==> config.mk <==
export PLATFORM = sky130hd
export DESIGN_NAME = rgb_pixel_format_converter_unit_flat
export DESIGN_NICKNAME = d
export VERILOG_FILES = /design/src/rtl/rgbpfc_pkg.sv /design/src/rtl/rgbpfc_source_if.sv /design/src/rtl/rgbpfc_dest_if.sv /design/src/rtl/rgb_pixel_format_converter_unit.sv /design/src/flat_wrapper.sv
export VERILOG_INCLUDE_DIRS = /design/src /design/src/rtl
export SDC_FILE = /design/constraint.sdc
export NUM_CORES = 1
export LEC_CHECK = 0
export ABC_CLOCK_PERIOD_IN_PS = 12900
export BUFFER_PORTS_ARGS = -buffer_cell sky130_fd_sc_hd__buf_4
export CORE_ASPECT_RATIO = 1.5
export CORE_MARGIN = 2
export CORE_UTILIZATION = 55
export DETAILED_ROUTE_END_ITERATION = 6
export PLACE_DENSITY = 0.73
export SETUP_SLACK_MARGIN = 0.15
export SLEW_MARGIN = 30
export SYNTH_ARGS = -nofsm -noshare
export SYNTH_HDL_FRONTEND = slang
export SYNTH_SLANG_ARGS = --single-unit
==> constraint.sdc <==
create_clock -name clk -period 12.9 [get_ports clk]
set_input_delay 0.645 -clock clk [delete_from_list [all_inputs] [get_ports clk]]
set_output_delay 0.645 -clock clk [all_outputs]
set_load 0.05 [all_outputs]
==> src/rtl/rgb_pixel_format_converter_unit_defines.svh <==
// assertion macros used by the converter unit
`ifndef RGB_PIXEL_FORMAT_CONVERTER_UNIT_DEFINES_SVH
`define RGB_PIXEL_FORMAT_CONVERTER_UNIT_DEFINES_SVH

`ifndef SYNTHESIS
// checked outside reset
`define RGBPFC_ASSERT(name, prop, msg) \
  name: assert property (@(posedge clk) disable iff (rst) prop) else $error(msg);
// checked during reset as well
`define RGBPFC_ASSERT_ALWAYS(name, prop, msg) \
  name: assert property (@(posedge clk) prop) else $error(msg);
`else
`define RGBPFC_ASSERT(name, prop, msg)
`define RGBPFC_ASSERT_ALWAYS(name, prop, msg)
`endif

`endif

==> src/rtl/rgbpfc_pkg.sv <==
package rgbpfc_pkg;

  localparam int PIXEL_W     = 32;
  localparam int CHAN_W      = 8;
  localparam int PROD_W      = 2 * CHAN_W;
  localparam int FMT_W       = 3;
  localparam int CFG_INDEX_W = 3;
  localparam int CFG_DATA_W  = 16;

  // pixel format codes, codes 5 to 7 are unknown
  typedef enum logic [FMT_W-1:0] {
    FMT_RGB555 = 3'd0,
    FMT_RGB565 = 3'd1,
    FMT_BYTES3 = 3'd2,
    FMT_BYTES4 = 3'd3,
    FMT_RGBA   = 3'd4
  } fmt_t;

  // configuration register indexes
  typedef enum logic [CFG_INDEX_W-1:0] {
    REG_SOURCE_FORMAT  = 3'd0,
    REG_DEST_FORMAT    = 3'd1,
    REG_SWAP_RED_BLUE  = 3'd2,
    REG_BACKDROP_RED   = 3'd3,
    REG_BACKDROP_GREEN = 3'd4,
    REG_BACKDROP_BLUE  = 3'd5
  } reg_index_t;

  // three 8-bit channels, c0 is red side, c2 blue side
  typedef struct packed {
    logic [CHAN_W-1:0] c0;
    logic [CHAN_W-1:0] c1;
    logic [CHAN_W-1:0] c2;
  } chan_t;

  // unpack a source pixel, short fields widened with zero low bits
  function automatic chan_t unpack(input logic [FMT_W-1:0] fmt,
                                   input logic [PIXEL_W-1:0] p);
    chan_t ch;
    ch = '0;
    case (fmt)
      FMT_RGB555: begin
        ch.c0 = {p[14:10], 3'b000};
        ch.c1 = {p[9:5], 3'b000};
        ch.c2 = {p[4:0], 3'b000};
      end
      FMT_RGB565: begin
        ch.c0 = {p[15:11], 3'b000};
        ch.c1 = {p[10:5], 2'b00};
        ch.c2 = {p[4:0], 3'b000};
      end
      FMT_BYTES3, FMT_BYTES4, FMT_RGBA: begin
        ch.c0 = p[7:0];
        ch.c1 = p[15:8];
        ch.c2 = p[23:16];
      end
      default: ch = '0;
    endcase
    return ch;
  endfunction

  // repack channels by truncation
  function automatic logic [PIXEL_W-1:0] pack(input logic [FMT_W-1:0] fmt,
                                              input chan_t ch);
    logic [PIXEL_W-1:0] r;
    r = '0;
    case (fmt)
      FMT_RGB555: r = {17'd0, ch.c0[7:3], ch.c1[7:3], ch.c2[7:3]};
      FMT_RGB565: r = {16'd0, ch.c0[7:3], ch.c1[7:2], ch.c2[7:3]};
      FMT_BYTES3, FMT_BYTES4: r = {8'h00, ch.c2, ch.c1, ch.c0};
      FMT_RGBA: r = {8'hff, ch.c2, ch.c1, ch.c0};
      default: r = '0;
    endcase
    return r;
  endfunction

endpackage

==> src/rtl/rgbpfc_source_if.sv <==
interface rgbpfc_source_if;
  logic                             valid;
  logic                             ready;
  logic [rgbpfc_pkg::PIXEL_W-1:0]   source_pixel;

  modport source (output valid, output source_pixel, input ready);
  modport sink   (input valid, input source_pixel, output ready);
endinterface

==> src/rtl/rgbpfc_dest_if.sv <==
interface rgbpfc_dest_if;
  logic                             valid;
  logic                             ready;
  logic [rgbpfc_pkg::PIXEL_W-1:0]   dest_pixel;

  modport source (output valid, output dest_pixel, input ready);
  modport sink   (input valid, input dest_pixel, output ready);
endinterface

==> src/rtl/rgb_pixel_format_converter_unit.sv <==
// Packed RGB pixel format converter.
// src carries one packed source pixel per request, dst one packed result
// pixel per request; both use valid/ready and a request moves when both
// are high at a rising clock edge.
// The cfg port writes format, red/blue swap and background registers:
// cfg_data lands in register cfg_index at an edge with cfg_wr_en high.
// Write it only while no pixel is in flight.
// Two register stages: input pixel and packed result. Unpack, alpha blend
// (rgba source only, three 8x8 multiply pairs), swap and repack sit between them.
// A pixel accepted into the input register moves into the result register
// once that register is free and is offered on dst from then on.
// One pixel per clock is sustained while dst is ready.
// Reset (rst, synchronous) empties both stages and clears every configuration
// register to zero: rgb555 in, rgb555 out, no swap, black background.
// When dst stalls, the result holds, the input register fills behind it,
// and src.ready drops only once both are occupied.
`include "rgb_pixel_format_converter_unit_defines.svh"

module rgb_pixel_format_converter_unit (
  input  logic                                 clk,
  input  logic                                 rst,
  rgbpfc_source_if.sink                        src,
  rgbpfc_dest_if.source                        dst,
  input  logic                                 cfg_wr_en,
  input  logic [rgbpfc_pkg::CFG_INDEX_W-1:0]   cfg_index,
  input  logic [rgbpfc_pkg::CFG_DATA_W-1:0]    cfg_data
);

  // configuration registers
  logic [rgbpfc_pkg::FMT_W-1:0]      source_format;
  logic [rgbpfc_pkg::FMT_W-1:0]      dest_format;
  logic                              swap_red_blue;
  logic [rgbpfc_pkg::CFG_DATA_W-1:0] backdrop_red;
  logic [rgbpfc_pkg::CFG_DATA_W-1:0] backdrop_green;
  logic [rgbpfc_pkg::CFG_DATA_W-1:0] backdrop_blue;

  // pipeline registers
  logic                              s1_valid;
  logic [rgbpfc_pkg::PIXEL_W-1:0]    s1_pixel;
  logic                              out_valid;
  logic [rgbpfc_pkg::PIXEL_W-1:0]    out_pixel;

  // stage handshakes
  logic out_ready, s1_ready;
  logic s1_load, out_load;

  // conversion logic
  rgbpfc_pkg::chan_t                 unpacked;
  logic [rgbpfc_pkg::CHAN_W-1:0]     alpha, alpha_inv;
  logic [rgbpfc_pkg::PROD_W-1:0]     fg0, fg1, fg2;
  logic [rgbpfc_pkg::PROD_W-1:0]     bg0, bg1, bg2;
  logic [rgbpfc_pkg::PROD_W:0]       sum0, sum1, sum2;
  rgbpfc_pkg::chan_t                 blended, swapped;

  // configuration writes
  always_ff @(posedge clk) begin
    if (rst) begin
      source_format  <= '0;
      dest_format    <= '0;
      swap_red_blue  <= 1'b0;
      backdrop_red   <= '0;
      backdrop_green <= '0;
      backdrop_blue  <= '0;
    end else if (cfg_wr_en) begin
      case (cfg_index)
        rgbpfc_pkg::REG_SOURCE_FORMAT:  source_format  <= cfg_data[rgbpfc_pkg::FMT_W-1:0];
        rgbpfc_pkg::REG_DEST_FORMAT:    dest_format    <= cfg_data[rgbpfc_pkg::FMT_W-1:0];
        rgbpfc_pkg::REG_SWAP_RED_BLUE:  swap_red_blue  <= cfg_data[0];
        rgbpfc_pkg::REG_BACKDROP_RED:   backdrop_red   <= cfg_data;
        rgbpfc_pkg::REG_BACKDROP_GREEN: backdrop_green <= cfg_data;
        rgbpfc_pkg::REG_BACKDROP_BLUE:  backdrop_blue  <= cfg_data;
        default: ;
      endcase
    end
  end

  // per-stage flow control, a stage loads when it is empty or draining
  assign out_ready = !out_valid || dst.ready;
  assign s1_ready  = !s1_valid || out_ready;
  assign s1_load   = src.valid && s1_ready;
  assign out_load  = s1_valid && out_ready;
  assign src.ready = s1_ready;

  // valid bits
  always_ff @(posedge clk) begin
    if (rst) begin
      s1_valid  <= 1'b0;
      out_valid <= 1'b0;
    end else begin
      if (s1_ready)  s1_valid  <= src.valid;
      if (out_ready) out_valid <= s1_valid;
    end
  end

  // input register
  always_ff @(posedge clk) begin
    if (s1_load) begin
      s1_pixel <= src.source_pixel;
    end
  end

  // unpack, blend, swap
  always_comb begin
    unpacked  = rgbpfc_pkg::unpack(source_format, s1_pixel);
    alpha     = s1_pixel[31:24];
    alpha_inv = 8'hff - alpha;
    fg0 = {{rgbpfc_pkg::CHAN_W{1'b0}}, alpha} * {{rgbpfc_pkg::CHAN_W{1'b0}}, unpacked.c0};
    fg1 = {{rgbpfc_pkg::CHAN_W{1'b0}}, alpha} * {{rgbpfc_pkg::CHAN_W{1'b0}}, unpacked.c1};
    fg2 = {{rgbpfc_pkg::CHAN_W{1'b0}}, alpha} * {{rgbpfc_pkg::CHAN_W{1'b0}}, unpacked.c2};
    bg0 = {{rgbpfc_pkg::CHAN_W{1'b0}}, alpha_inv} *
          {{rgbpfc_pkg::CHAN_W{1'b0}}, backdrop_red[15:8]};
    bg1 = {{rgbpfc_pkg::CHAN_W{1'b0}}, alpha_inv} *
          {{rgbpfc_pkg::CHAN_W{1'b0}}, backdrop_green[15:8]};
    bg2 = {{rgbpfc_pkg::CHAN_W{1'b0}}, alpha_inv} *
          {{rgbpfc_pkg::CHAN_W{1'b0}}, backdrop_blue[15:8]};
    sum0 = {1'b0, fg0} + {1'b0, bg0};
    sum1 = {1'b0, fg1} + {1'b0, bg1};
    sum2 = {1'b0, fg2} + {1'b0, bg2};
    if (source_format == rgbpfc_pkg::FMT_RGBA) begin
      blended.c0 = sum0[15:8];
      blended.c1 = sum1[15:8];
      blended.c2 = sum2[15:8];
    end else begin
      blended = unpacked;
    end
    swapped = blended;
    if (swap_red_blue) begin
      swapped.c0 = blended.c2;
      swapped.c2 = blended.c0;
    end
  end

  // result register
  always_ff @(posedge clk) begin
    if (out_load) begin
      out_pixel <= rgbpfc_pkg::pack(dest_format, swapped);
    end
  end

  assign dst.valid      = out_valid;
  assign dst.dest_pixel = out_pixel;

  // checks
  `RGBPFC_ASSERT_ALWAYS(a_reset_empty, $past(rst) |-> !dst.valid && !s1_valid,
    "pipeline not empty after reset")
  `RGBPFC_ASSERT(a_accept_fills_s1, src.valid && src.ready |=> s1_valid,
    "accepted request did not reach input register")
  `RGBPFC_ASSERT(a_s1_holds, s1_valid && !out_ready |=> s1_valid && $stable(s1_pixel),
    "stalled input register lost its pixel")
  `RGBPFC_ASSERT(a_out_holds, dst.valid && !dst.ready |=> dst.valid && $stable(dst.dest_pixel),
    "stalled result changed")
  `RGBPFC_ASSERT(a_full_when_blocked, !src.ready |-> s1_valid && dst.valid,
    "input blocked with an empty stage")

endmodule
==> src/flat_wrapper.sv <==
// flat-port wrapper written by rule: the top's interface ports become plain ports
module rgb_pixel_format_converter_unit_flat 
  (clk, rst, cfg_wr_en, cfg_index, cfg_data, src_valid, src_source_pixel, src_ready, dst_valid, dst_dest_pixel, dst_ready);
  rgbpfc_source_if src_i ();
  rgbpfc_dest_if dst_i ();
  input  logic clk;
  input  logic rst;
  input  logic cfg_wr_en;
  input  logic [rgbpfc_pkg::CFG_INDEX_W-1:0] cfg_index;
  input  logic [rgbpfc_pkg::CFG_DATA_W-1:0] cfg_data;
  input wire logic [$bits(src_i.valid)-1:0] src_valid;
  input wire logic [$bits(src_i.source_pixel)-1:0] src_source_pixel;
  output wire logic [$bits(src_i.ready)-1:0] src_ready;
  output wire logic [$bits(dst_i.valid)-1:0] dst_valid;
  output wire logic [$bits(dst_i.dest_pixel)-1:0] dst_dest_pixel;
  input wire logic [$bits(dst_i.ready)-1:0] dst_ready;
  assign src_i.valid = src_valid;
  assign src_i.source_pixel = src_source_pixel;
  assign src_ready = src_i.ready;
  assign dst_valid = dst_i.valid;
  assign dst_dest_pixel = dst_i.dest_pixel;
  assign dst_i.ready = dst_ready;
  rgb_pixel_format_converter_unit u_core (.clk(clk), .rst(rst), .src(src_i), .dst(dst_i), .cfg_wr_en(cfg_wr_en), .cfg_index(cfg_index), .cfg_data(cfg_data));
endmodule
==> impl_metrics.yaml, run 1 <==
yosys:
  syn_inst: 1903
  ys_top_cells_by_area: "fa_1 33%, ha_1 13%, edfxtp_1 9.9%, inv_1 9.2%, nor2b_1 4.8%"
  yosys_warnings: 0
  synth.largest_area_cell: "fa_1"
  synth_top_area_share: 0.332
  ys_seq_elements: 90
  avgSynthCellArea_um2: 9.04
  synth_ff_type: "edfxtp_1"
  ys_types: 70
  async_reset_ff_frac: 0
  syn-num-nets: 2424
  synth-seq-area-share: 0.138
  synth_area_mm2: 0.0172
  synth-edff-count: 57
critical_path:
  crit_arrival_ps: 8470
  r2r_slack_ps: 4510
  r2r_cells: 23
  startpoint: "u_core.source_format[2]"
  r2r_end: "u_core.dst.dest_pixel[11]"
  crit_path_start_kind: "flop"
  worstPathRequired_ps: 12980
  endpoint_kind: "flop"
  r2r-start: "u_core.source_format[2]"
  crit_fanout: 47
  crit_end: "u_core.dst.dest_pixel[11]"
  path_class: "reg2reg"
global_routing:
  grt_max_degree: 49
  grt_pass1_wl_mm: 68.2
  grt_pass1_vias: 13900
  gr-total-overflow: 0
  gr-usage-all-layers: 0.269
  antenna_found_initial: 0
sta:
  setup_ws_ps: 4510
  period_needed_ps: 8390
  whs_ps: 442
  max_slew.worst_pin.slew_ps: 1000
  hold_viol_final: 0
  fin_crit_sh: 0.650
  max_freq_ghz: 0.119
  setup_viol: 0
  setup_tns_ps: 0
  rsz0062_at_grt: "no"
  relSlewSlack: 0.329
  drv_slew: 0
  finClkSkew_ps: 21.5
clocking:
  htreeDepth: 3
  path_clk_slew_ps: 80
  cts_resized: 0
  cts_buffers: 9
  holdBufCountCts: 0
  post_cts_buffers: 0
  cts_root_buf: "clkbuf_16"
  clockBufferDepth: 2
  cts_tree: "built"
  clock_latency_ps: 370
  clock_sinks: 90
detailed_routing:
  avgRoutedWirePerCell_um: 17.8
  routed.top_layer: "met4"
  wl_met3_mm: 2.17
  met1_length_mm: 15.7
  drc: 0
  route.met2.wl_mm: 21.5
  first_pass_iters: 5
  vias_per_cell: 5.52
  vias: 12900
  routed_wl_mm: 41.5
  drt_iter0_drc: 686
  antenna_left: 0
floorplanning:
  num_rows: 79
  start_util: 0.556
  dieWidth_um: 148
  io_pins: 90
  dieArea_mm2: 0.0327
  fp.coreArea_mm2: 0.0309
  fp.dieH_um: 221
power_and_ir_drop:
  peakVddDrop_mv: 0.104
  power.density_mw_per_mm2: 88.8
  leakage_nw: 9.09
  total_power_mw: 1.64
final_layout:
  layout_commonest_cell: "inv_1"
  final_core_util: 0.596
  mostFrequentLayoutCells: "420 x inv_1, 285 x fa_1, 180 x ha_1"
  fin_nets: 2446
  synthToLayoutAreaGrowth_pct: 7.18
  fillers: 2650
  drive_gt1_frac: 0.0725
  fin_cells: 2336
  design_area_mm2: 0.0184
place:
  place_congestion: 0.886
  dpl.hpwl_mm: 32.0
  post-place-ws_ps: 4700
  portBuffers: 84
  placed_cells: 2319
  placed_area_mm2: 0.0181
status:
  status: "complete, no violations"
job:
  max_cap_viol_count: 0
hold_path:
  min_path_type: "in2reg"
## flip-flops by register name, indices dropped and copies added, names as in the netlist, 3 cells and up
register and cells:
u_core.dst.dest_pixel 25, u_core.s1_pixel 32, u_core.backdrop_red 8, u_core.dest_format 3, u_core.source_format 3, u_core.backdrop_blue 8, u_core.backdrop_green 8
## cells in the mapped netlist (4+ instances only)
cell type	count
buf_4	9
o21ai_1	10
a211o_1	4
nand2_1	142
xor2_1	6
mux2i_1	22
a211oi_1	8
or2_2	5
nand3_1	38
buf_2	9
dfxtp_1	33
nor3_1	13
xnor2_1	17
clkbuf_1	65
o22ai_1	9
a21oi_1	71
and2_1	88
or3_1	7
a21o_1	6
nand2b_1	77
o21ai_0	31
ha_1	180
fa_1	285
inv_1	420
nor2b_1	131
a22o_1	4
nor2_1	51
edfxtp_1	57
and3_1	40
## layout make-up
class | count | area [um2] | area share
multi-input combinational | 1305 | 12900 | 0.699
sequential | 90 | 2370 | 0.129
inverter | 420 | 1580 | 0.0855
timing repair buffer | 99 | 743 | 0.0403
tap | 405 | 507 | 0.0275
clock buffer | 12 | 289 | 0.0157
clock inverter | 4 | 61.3 | 0.00332
antenna | 1 | 2.50 | 0.000136
## critical path, stage by stage (launching register included)
cell      delay [ps]
dfxtp_1          310
buf_4            320
or3b_1           740
nand2b_1         560
buf_4            490
nand3_1          180
fa_1             550
fa_1             540
inv_1             50
fa_1             480
fa_1             540
fa_1             500
inv_1             50
fa_1             480
inv_1             40
ha_1             220
nor3_1           190
o21ai_0          190
a31o_2           300
a211oi_1         250
nor3_1           140
o22ai_1          610
o21ba_2          260
o31ai_1           80
## layer usage
layer | global-route usage | vias to the layer above
met5 | 0 | -
met4 | 0.132 | 0
met3 | 0.0330 | 129
met2 | 0.488 | 418
met1 | 0.314 | 6457
li1 | - | 5893
## power by group
part           internal (mW)  switching [mW]  total (mW)
clock network          0.182           0.128       0.310
logic                  0.389           0.601       0.990
registers              0.323          0.0157       0.338
total                  0.894           0.744        1.64
## how the worst min path moves through the flow
stage	startpoint	end	slack [ps]	cells past startpoint
after detailed placement	u_core.s1_valid	u_core.dst.valid	510	2
after global placement	u_core.s1_valid	u_core.dst.valid	510	2
final	src_source_pixel[0]	u_core.s1_pixel[0]	440	1
after floorplan	u_core.s1_valid	u_core.dst.valid	480	2
after CTS	src_source_pixel[0]	u_core.s1_pixel[0]	430	1
after global routing	src_source_pixel[17]	u_core.s1_pixel[17]	440	1
## logic make-up (layout without fill, tap and decap cells)
family,Yosys count,in the layout,share of synthesized area
AND/OR/NAND/NOR,610,610,0.191
buffers and inverters,508,535,0.114
adder cells (fa/ha/maj),465,465,0.463
AO/OA/AOI/OAI,181,181,0.0665
flip-flops,90,90,0.138
multiplexers,25,25,0.0148
XOR/XNOR,24,24,0.0130
other,0,1,0
Power figures use the tool's default switching activity.
==> run 2, diff against run 1 <==
- ABC_CLOCK_PERIOD_IN_PS: 12900 -> 7000
- PLACE_DENSITY: 0.73 -> 0.76
- clock period: 12.9 -> 7 ns (I/O delays scaled with it)
==> impl_metrics.yaml, run 2 (synthesis results as in run 1) <==
status:
  status: "complete, no violations"
critical_path:
  r2r-start: "u_core.s1_pixel[13]"
  cpMostUsedCell: "fa_1"
  crit_arrival_ps: 7080
  path_class: "reg2reg"
  worstPathRequired_ps: 7240
  cp_cell_sequence: "nor2b_4 -> a211o_1 -> a22o_4 -> and2_4 -> fa_1 -> inv_1 -> fa_1 -> inv_1 -> fa_1 -> fa_1 -> fa_1 -> inv_1 -> fa_1 -> inv_1 -> ha_4 -> o21a_1 -> o21ai_2 -> or4_4 -> a21boi_4 -> mux2i_1 -> a311oi_2 -> buf_4 -> or2_4 -> o21ai_2"
  crit_fanout: 6
  crit_path_start_kind: "flop"
  endpoint_kind: "flop"
  crit_slowest_cell: "or4_4"
  max_stage_delay_ps: 560
  startpoint: "u_core.s1_pixel[13]"
place:
  dpl.hpwl_mm: 34.0
  place_congestion: 0.923
  portBuffers: 84
  placed_area_mm2: 0.0186
detailed_routing:
  avgRoutedWirePerCell_um: 18.4
  vias_per_cell: 5.57
  first_pass_iters: 6
  drt_iter0_drc: 772
  antenna_left: 0
  routed_wl_mm: 44.8
  drc: 0
  vias: 13600
power_and_ir_drop:
  total_power_mw: 3.35
  leakage_nw: 9.68
  comb_power_share: 0.656
  p_sw_mw: 1.56
  p_int_mw: 1.80
  power.density_mw_per_mm2: 170
  seq_power_share: 0.186
  peakVddDrop_mv: 0.241
  swShare: 0.464
  clkPwrFrac: 0.158
clocking:
  cts_buffers: 9
  holdBufCountCts: 0
  cts_tree: "built"
  htreeDepth: 3
  cts_root_buf: "clkbuf_16"
  path_clk_slew_ps: 90
  clock_latency_ps: 390
  clock_sinks: 90
  clockBufferDepth: 2
final_layout:
  largest_reg_flops: 32
  layout_commonest_cell: "inv_1"
  diodes: 0
  regMostFlops: "u_core.s1_pixel"
  design_area_mm2: 0.0197
  final_core_util: 0.636
  drive_gt1_frac: 0.158
  synthToLayoutAreaGrowth_pct: 14.4
  mostFrequentLayoutCells: "413 x inv_1, 281 x fa_1, 182 x buf_4"
  fin_nets: 2548
floorplanning:
  fp.coreArea_mm2: 0.0309
  dieArea_mm2: 0.0327
  fp.dieH_um: 221
  num_rows: 79
  dieWidth_um: 148
  io_pins: 90
  start_util: 0.556
hold_path:
  min_path_type: "in2reg"
  hp-start: "src_source_pixel[19]"
sta:
  rsz0062_at_grt: "yes"
  whs_ps: 128
  max_freq_ghz: 0.146
  drv_slew: 0
  max_slew.worst_pin.slew_ps: 928
  period_needed_ps: 6840
  relSlewSlack: 0.381
  fin_crit_sh: 0.978
  setup_viol: 0
  hold_viol_final: 0
  finClkSkew_ps: 25.9
job:
  max_cap_viol_count: 0
global_routing:
  grt_pass1_vias: 14200
  grt_pass1_wl_mm: 70.4
  gr-usage-all-layers: 0.278
  gr-total-overflow: 0
  grt_max_degree: 49
  antenna_found_initial: 0
-- run 2: power by group through the flow --
stage	combinational, mW	sequential, mW	clock [mW]
6_report	2.20	0.625	0.529
4_1_cts	1.95	0.626	0.537
3_5_place_dp	1.92	0.638	0
3_3_place_gp	1.86	0.637	0
5_1_grt	2.44	0.626	0.552
2_1_floorplan	1.31	0.654	0
-- run 2: worst paths after layout --
check / end / slack [ps] / cells past startpoint
hold reg to reg: u_core.s1_valid / 550 / 2
setup / recovery: u_core.dst.dest_pixel[14] / 160 / 24
hold / removal: u_core.s1_pixel[19] / 130 / 1
setup reg to reg: u_core.dst.dest_pixel[14] / 160 / 24
-- run 2: worst max-delay path: cells and delay by family, from the launching register on --
kind / cells / cell delay, ps
AOI/OAI and AO/OA: 7 / 1190
DFF: 1 / 430
adders and majority gates: 7 / 3280
and+or+nand+nor: 4 / 1130
muxes: 1 / 230
buffers and inverters: 5 / 460
-- run 2: cell type report --
type                    count  area, um2
repair buffers            201       1660
flip-flops and latches     90       2380
clock inverters             6       62.6
multi-input cells        1305      13200
inverters                 420       1580
clock buffers              10        250
fillers                  2431      11300
well taps                 405        507
-- run 2: per-layer routing --
metal | GRT usage | share of wire | vias up
met5 | 0 | 0 | -
met4 | 0.161 | 0.062 | 0
met3 | 0.0388 | 0.059 | 156
met2 | 0.505 | 0.52 | 501
met1 | 0.310 | 0.36 | 6831
li1 | - | - | 6096
-- run 2: stage by stage --
stage | TNS, ps | instances | worst slack [ps]
after floorplan | 0 | 1903 | 317
after detailed placement | -133 | 2375 | -64.5
after global routing | -13.1 | 2437 | -13.1
after global placement | -11.9 | 2375 | -11.9
final | 0 | 2437 | 155
after CTS | 0 | 2396 | 150
-- run 2: repair_timing --
action | CTS | global route
buffers inserted | 5 | 41
setup endpoints to repair | 14 | 17
gates resized for setup | 15 | 100
pin swaps | 13 | 60
cloned | 0 | 0
